`src/rtl/core/oss_pkg.sv`:
```
// Shared types and constants for the order statistic store.
// Holds the capacity, status and function codes, the cell control word and the FSM states.
// Depends on nothing.
package oss_pkg;

  localparam int CAPACITY = 64;
  localparam int KEY_W    = 32;
  localparam int RANK_W   = 16;
  localparam int COUNT_W  = 7;
  localparam int CNT_W    = $clog2(CAPACITY + 1);
  localparam int GROUP_N  = 8;
  localparam int GROUPS   = (CAPACITY + GROUP_N - 1) / GROUP_N;

  typedef enum logic [1:0] {
    STATUS_OK    = 2'd0,
    STATUS_RANGE = 2'd1,
    STATUS_FULL  = 2'd2
  } status_t;

  typedef enum logic {
    FUNC_INSERT = 1'b0,
    FUNC_SELECT = 1'b1
  } func_t;

  typedef enum logic {
    ST_IDLE    = 1'b0,
    ST_COLLECT = 1'b1
  } state_t;

  // Per-cell control from the top level
  typedef struct packed {
    logic ins;   // insert this cycle
    logic occ;   // cell holds a key
    logic tail;  // first free cell
    logic hit;   // cell is the selected rank
  } cell_ctrl_t;

endpackage

```
`src/rtl/core/oss_cell.sv`:
```
// One cell of the sorted key chain: holds one key and shifts toward higher index on insert.
// Depends on oss_pkg.
module oss_cell (
  input  logic                                clk,
  input  oss_pkg::cell_ctrl_t                 ctrl,
  input  logic signed [oss_pkg::KEY_W-1:0]    new_key,
  input  logic                                left_gt,
  input  logic signed [oss_pkg::KEY_W-1:0]    left_key,
  output logic                                gt,
  output logic signed [oss_pkg::KEY_W-1:0]    key,
  output logic        [oss_pkg::KEY_W-1:0]    sel_key
);
  import oss_pkg::*;

  logic signed [KEY_W-1:0] key_r;
  logic signed [KEY_W-1:0] key_nxt;

  assign gt      = ctrl.occ && (key_r > new_key);
  assign key     = key_r;
  assign sel_key = ctrl.hit ? key_r : '0;

  always_comb begin
    key_nxt = key_r;
    if (ctrl.ins) begin
      if (left_gt) begin
        key_nxt = left_key;
      end else if (gt || ctrl.tail) begin
        key_nxt = new_key;
      end
    end
  end

  always_ff @(posedge clk) begin
    key_r <= key_nxt;
  end

endmodule

```
`config.mk`:
```
export PLATFORM = sky130hd
export DESIGN_NAME = oss_cell
export DESIGN_NICKNAME = d
export VERILOG_FILES = /design/src/rtl/core/oss_pkg.sv /design/src/rtl/core/oss_cell.sv
export SDC_FILE = /design/constraint.sdc
export NUM_CORES = 1
export LEC_CHECK = 0
export BUFFER_PORTS_ARGS = -buffer_cell sky130_fd_sc_hd__buf_2
export CAP_MARGIN = 5
export CELL_PAD_IN_SITES_DETAIL_PLACEMENT = 0
export CELL_PAD_IN_SITES_GLOBAL_PLACEMENT = 1
export CORE_MARGIN = 4
export CORE_UTILIZATION = 32
export CTS_BUF_LIST = sky130_fd_sc_hd__clkbuf_2
export DETAILED_ROUTE_END_ITERATION = 6
export PLACE_DENSITY_LB_ADDON = 0.1
export SETUP_SLACK_MARGIN = 0.5
export SLEW_MARGIN = 20
export SYNTH_ARGS = -nofsm -noshare
export SYNTH_HDL_FRONTEND = slang
export SYNTH_SLANG_ARGS = --single-unit
```
`constraint.sdc`:
```
create_clock -name clk -period 5.98 [get_ports clk]
set_input_delay 0.299 -clock clk [delete_from_list [all_inputs] [get_ports clk]]
set_output_delay 0.299 -clock clk [all_outputs]
set_load 0.02 [all_outputs]
```
# Word level (Yosys, flattened, before mapping)
# Index checks and enable logic that the tools add are counted.
# totals
in_bits	70
ff_bits	32
# op_classes
reduce_logical	4
n_lt_le_gt_ge	1
muxes	3
# ops
cell	count
2-to-1 mux 32 bit	3
greater-than comparator 32 bit	1
AND reduction 2 bit	1
nonzero test 2 bit	1
logical AND 1 bit	1
logical OR 1 bit	1

# Logic depth before layout (Yosys ltp)
# logic_depth
word_depth	5
mapped_depth	8
ltp_nobuf	8

# Least setup slack after synthesis
# Ideal clock, no wire load.
# synth_timing
path_type	register to register
from	register key_r[14], in the netlist key[14]
to	register key_r[0], in the netlist key[0], enable pin
arrival_ns	3.992
period_less_slack_ns	4.433
setup_time_ns	0.441
stages_incl_launch_ff	8
n_path_buf	0
slack_ns	1.547
path_cell_list	edfxtp_1 > ha_1 > a21oi_2 > nand2_1 > a221o_1 > o31a_1 > or4b_4 > a31oi_1
# synth_via
elab_chain_len	5
# synth_rtl
item	line_no	rtl
from (decl)	oss_cell.sv:15	logic signed [KEY_W-1:0] key_r;
from (signal assigned)	oss_cell.sv:34	key_r <= key_nxt;
greater-than comparator 32 bit	oss_cell.sv:18	assign gt = ctrl.occ && (key_r > new_key);
logical AND 1 bit	oss_cell.sv:18	
logical OR 1 bit	oss_cell.sv:27	end else if (gt || ctrl.tail) begin
nonzero test 2 bit (no source line)	n/a	
AND reduction 2 bit (no source line)	n/a	
# No other way between the ends.
# A chain may end at the register's enable or synchronous reset.

# Worst setup path in the final report
# layout_timing
from	register key_r[14], in the netlist key[14]
to	register key_r[21], in the netlist key[21], enable pin
# Same word-level chain as after synthesis.

==> impl_metrics.ini <==
[run_status]
status = completed

[placed_design]
postPlaceCellArea_um2 = 3090
dp_hpwl_um = 5000
place_congestion = 0.699
io_buffers = 134

[sta]
slew_violations = 0
setup_tns_ns = 0
max-slew-margin-rel_pct = 35.6
fin_crit_sh_pct = 54.4
worstMarginPinSlew_ns = 0.967
setup_viol = 0
finalCriticalPeriod_ns = 3.25
hold_viol_final = 0
grt_setup_unrepaired = no
fin_worst_skew_ns = 0.0222
max_clock_freq_mhz = 307

[yosys]
ys_ff_latch = 32
synth_area_um2 = 2320
synth_nets = 359
synth.distinct_cells = 26
syn_inst = 257
synth_warnings = 0
synth-seq-area-share_pct = 41.4
synth.avg_cell_area_um2 = 9.03

[critical_path]
reg2reg_from = key[14]$_DFFE_PP_
r2r_slack_ns = 2.73
path_buf_inv = 1
cp-start-kind = register
ff2ff_path_depth = 8
cp_top_family = compound AO/OA/AOI/OAI gates
timing.rr.end = key[21]$_DFFE_PP_
critical_path_required_ns = 6.06
cp_cell_sequence = ha_1 > nand4_1 > nor2_1 > a221o_1 > o31a_1 > or4b_4 > a31oi_4 > buf_16
end_kind = register
crit_fanout = 19
crit_type = register to register
slowest_delay_ns = 0.54
cp.arrival_ns = 3.34
slowest_stage = or4b_4

[grt]
grt_pass1_wl_um = 9950
antenna_found_initial = 0
grt_max_degree = 65
grt.overflow.total = 0
grt_pass1_vias = 2152
grtUsageTotal_pct = 14.5

[floorplanning]
num_rows = 30
chipWidth_um = 93.1
die_area_um2 = 8680
die_y_um = 93.1
core-area_um2 = 6910
start_util_pct = 33.6
io_pins = 135

[hold_path]
holdPathStages = 3
whs_endpoint = key[24]$_DFFE_PP_
holdCritPathClass = primary input to register
hp-start = left_key[24]

[pwr]
p_leak_uw = 0.00163
clockPowerShare_pct = 18.5
swShare_pct = 34.7
powerDensity_nw_per_um2 = 184
p_seq_share_pct = 48.6
peakVddDrop_mv = 0.0639
internal-power_uw = 379
power_switching_uw = 201
p_comb_share_pct = 32.9

[clock_network]
cts_resized = 0
insertion_delay_ns = 0.37
cts-hold-fix-buffers = 0
root_buffer = clkbuf_2
clock_sinks = 32
cts_tree = built
numCtsBuffers = 5
clock_path_buffers = 2
htreeDepth = 2
cts_setup_buffers = 0
clkTransAtPathRegs_ns = 0.18

[route]
ant_nets = 0
vias_per_cell = 4.49
drtIter0Drc = 56
first_pass_iters = 4
post-route-drc-count = 0
wl_um = 6270
vias = 2180
wl_per_cell_um = 12.9

[final_layout]
largest_register_ffs = 32
diodes = 0
final_area_um2 = 3150
fillers = 771
finalNetCount = 491
drive_gt1_share_pct = 37.4
areaGrowthSynthToFinish_pct = 36.0

[run]
cap_violations = 0
## power by group through the flow
stage	Clock (uW)	Sequential (uW)	Combinational [uW]
floorplan	0	306	97.3
global placement	0	287	190
global route	118	285	216
finish	107	282	191
detailed placement	0	288	191
CTS	112	283	192
## final cells by class
type | count | area (um2) | share of cell area [%]
clock buffer | 7 | 35.0 | 1.11
clock inverter | 1 | 3.75 | 0.119
inverter | 34 | 128 | 4.05
multi-input combinational | 181 | 1210 | 38.3
sequential | 32 | 961 | 30.5
tap | 96 | 120 | 3.81
timing repair buffer | 135 | 698 | 22.1
## worst min-delay path: stages
cell and delay, ns:
buf_2 0.07, nand2_1 0.04, o21ai_0 0.05
## worst max-delay path by stage
stage,startpoint,end,slack [ns],cells after the start
after floorplan,key[14]$_DFFE_PP_,key[0]$_DFFE_PP_,1.55,7
after global placement,new_key[14],key[21]$_DFFE_PP_,2.48,9
after detailed placement,new_key[14],key[21]$_DFFE_PP_,2.44,9
after CTS,key[14]$_DFFE_PP_,key[21]$_DFFE_PP_,2.42,7
after global routing,key[14]$_DFFE_PP_,key[21]$_DFFE_PP_,2.55,8
final,key[14]$_DFFE_PP_,key[21]$_DFFE_PP_,2.73,8
## synthesized netlist by cell type, drive strengths merged
library cell | count | area [um2]
nand3 | 3 | 15.0
a21o | 1 | 7.51
edfxtp | 32 | 961
inv | 34 | 128
nand4 | 8 | 50.1
a2111oi | 1 | 8.76
a22oi | 1 | 7.51
a31oi | 2 | 12.5
o31a | 1 | 8.76
a211oi | 1 | 7.51
o21ai | 34 | 170
ha | 32 | 400
clkbuf | 9 | 33.8
nor2b | 1 | 6.26
nor4 | 1 | 6.26
nor2 | 5 | 18.8
buf | 1 | 3.75
or4b | 1 | 13.8
nand2 | 38 | 143
a21oi | 13 | 68.8
o211ai | 3 | 22.5
mux2 | 1 | 11.3
nor3 | 1 | 5.00
and2 | 32 | 200
a221o | 1 | 10.0
## per-stage QoR
stage | power (uW) | setup WS (ns) | hold WS, ns | util [%] | std cells
2_1_floorplan | 404 | 1.55 | 0.486 | - | 257
3_3_place_gp | 478 | 2.48 | 0.577 | 44.7 | 477
3_5_place_dp | 479 | 2.44 | 0.583 | 44.7 | 477
4_1_cts | 587 | 2.42 | 0.177 | 45.3 | 485
5_1_grt | 620 | 2.55 | 0.173 | 45.7 | 486
6_report | 579 | 2.73 | 0.188 | 45.7 | 486
## placed cells by master (no fill, tap or decap), types with 3 or more instances in the layout
| cell type | n |
|---|---|
| nand3_1 | 3 |
| inv_1 | 34 |
| a21oi_1 | 12 |
| and2_1 | 32 |
| buf_2 | 134 |
| nor2_1 | 5 |
| ha_1 | 32 |
| nand4_1 | 8 |
| o211ai_1 | 3 |
| clkbuf_2 | 7 |
| nand2_1 | 38 |
| o21ai_0 | 34 |
| edfxtp_1 | 32 |
## cells by family after synthesis
group / share of synthesized area [%]
DFF: 41.4
and+or+nand+nor: 19.7
adders and majority gates: 17.3
buffers and inverters: 7.12
AOI/OAI and AO/OA: 14.0
muxes: 0.485
## layer usage
metal  routed length [um]  global-route usage [%]
met1                 2810                    18.7
met2                 2920                    23.8
met3                  487                    4.59
met4                   51                    2.93
met5                    0                       0
Power figures use the tool's default switching activity.
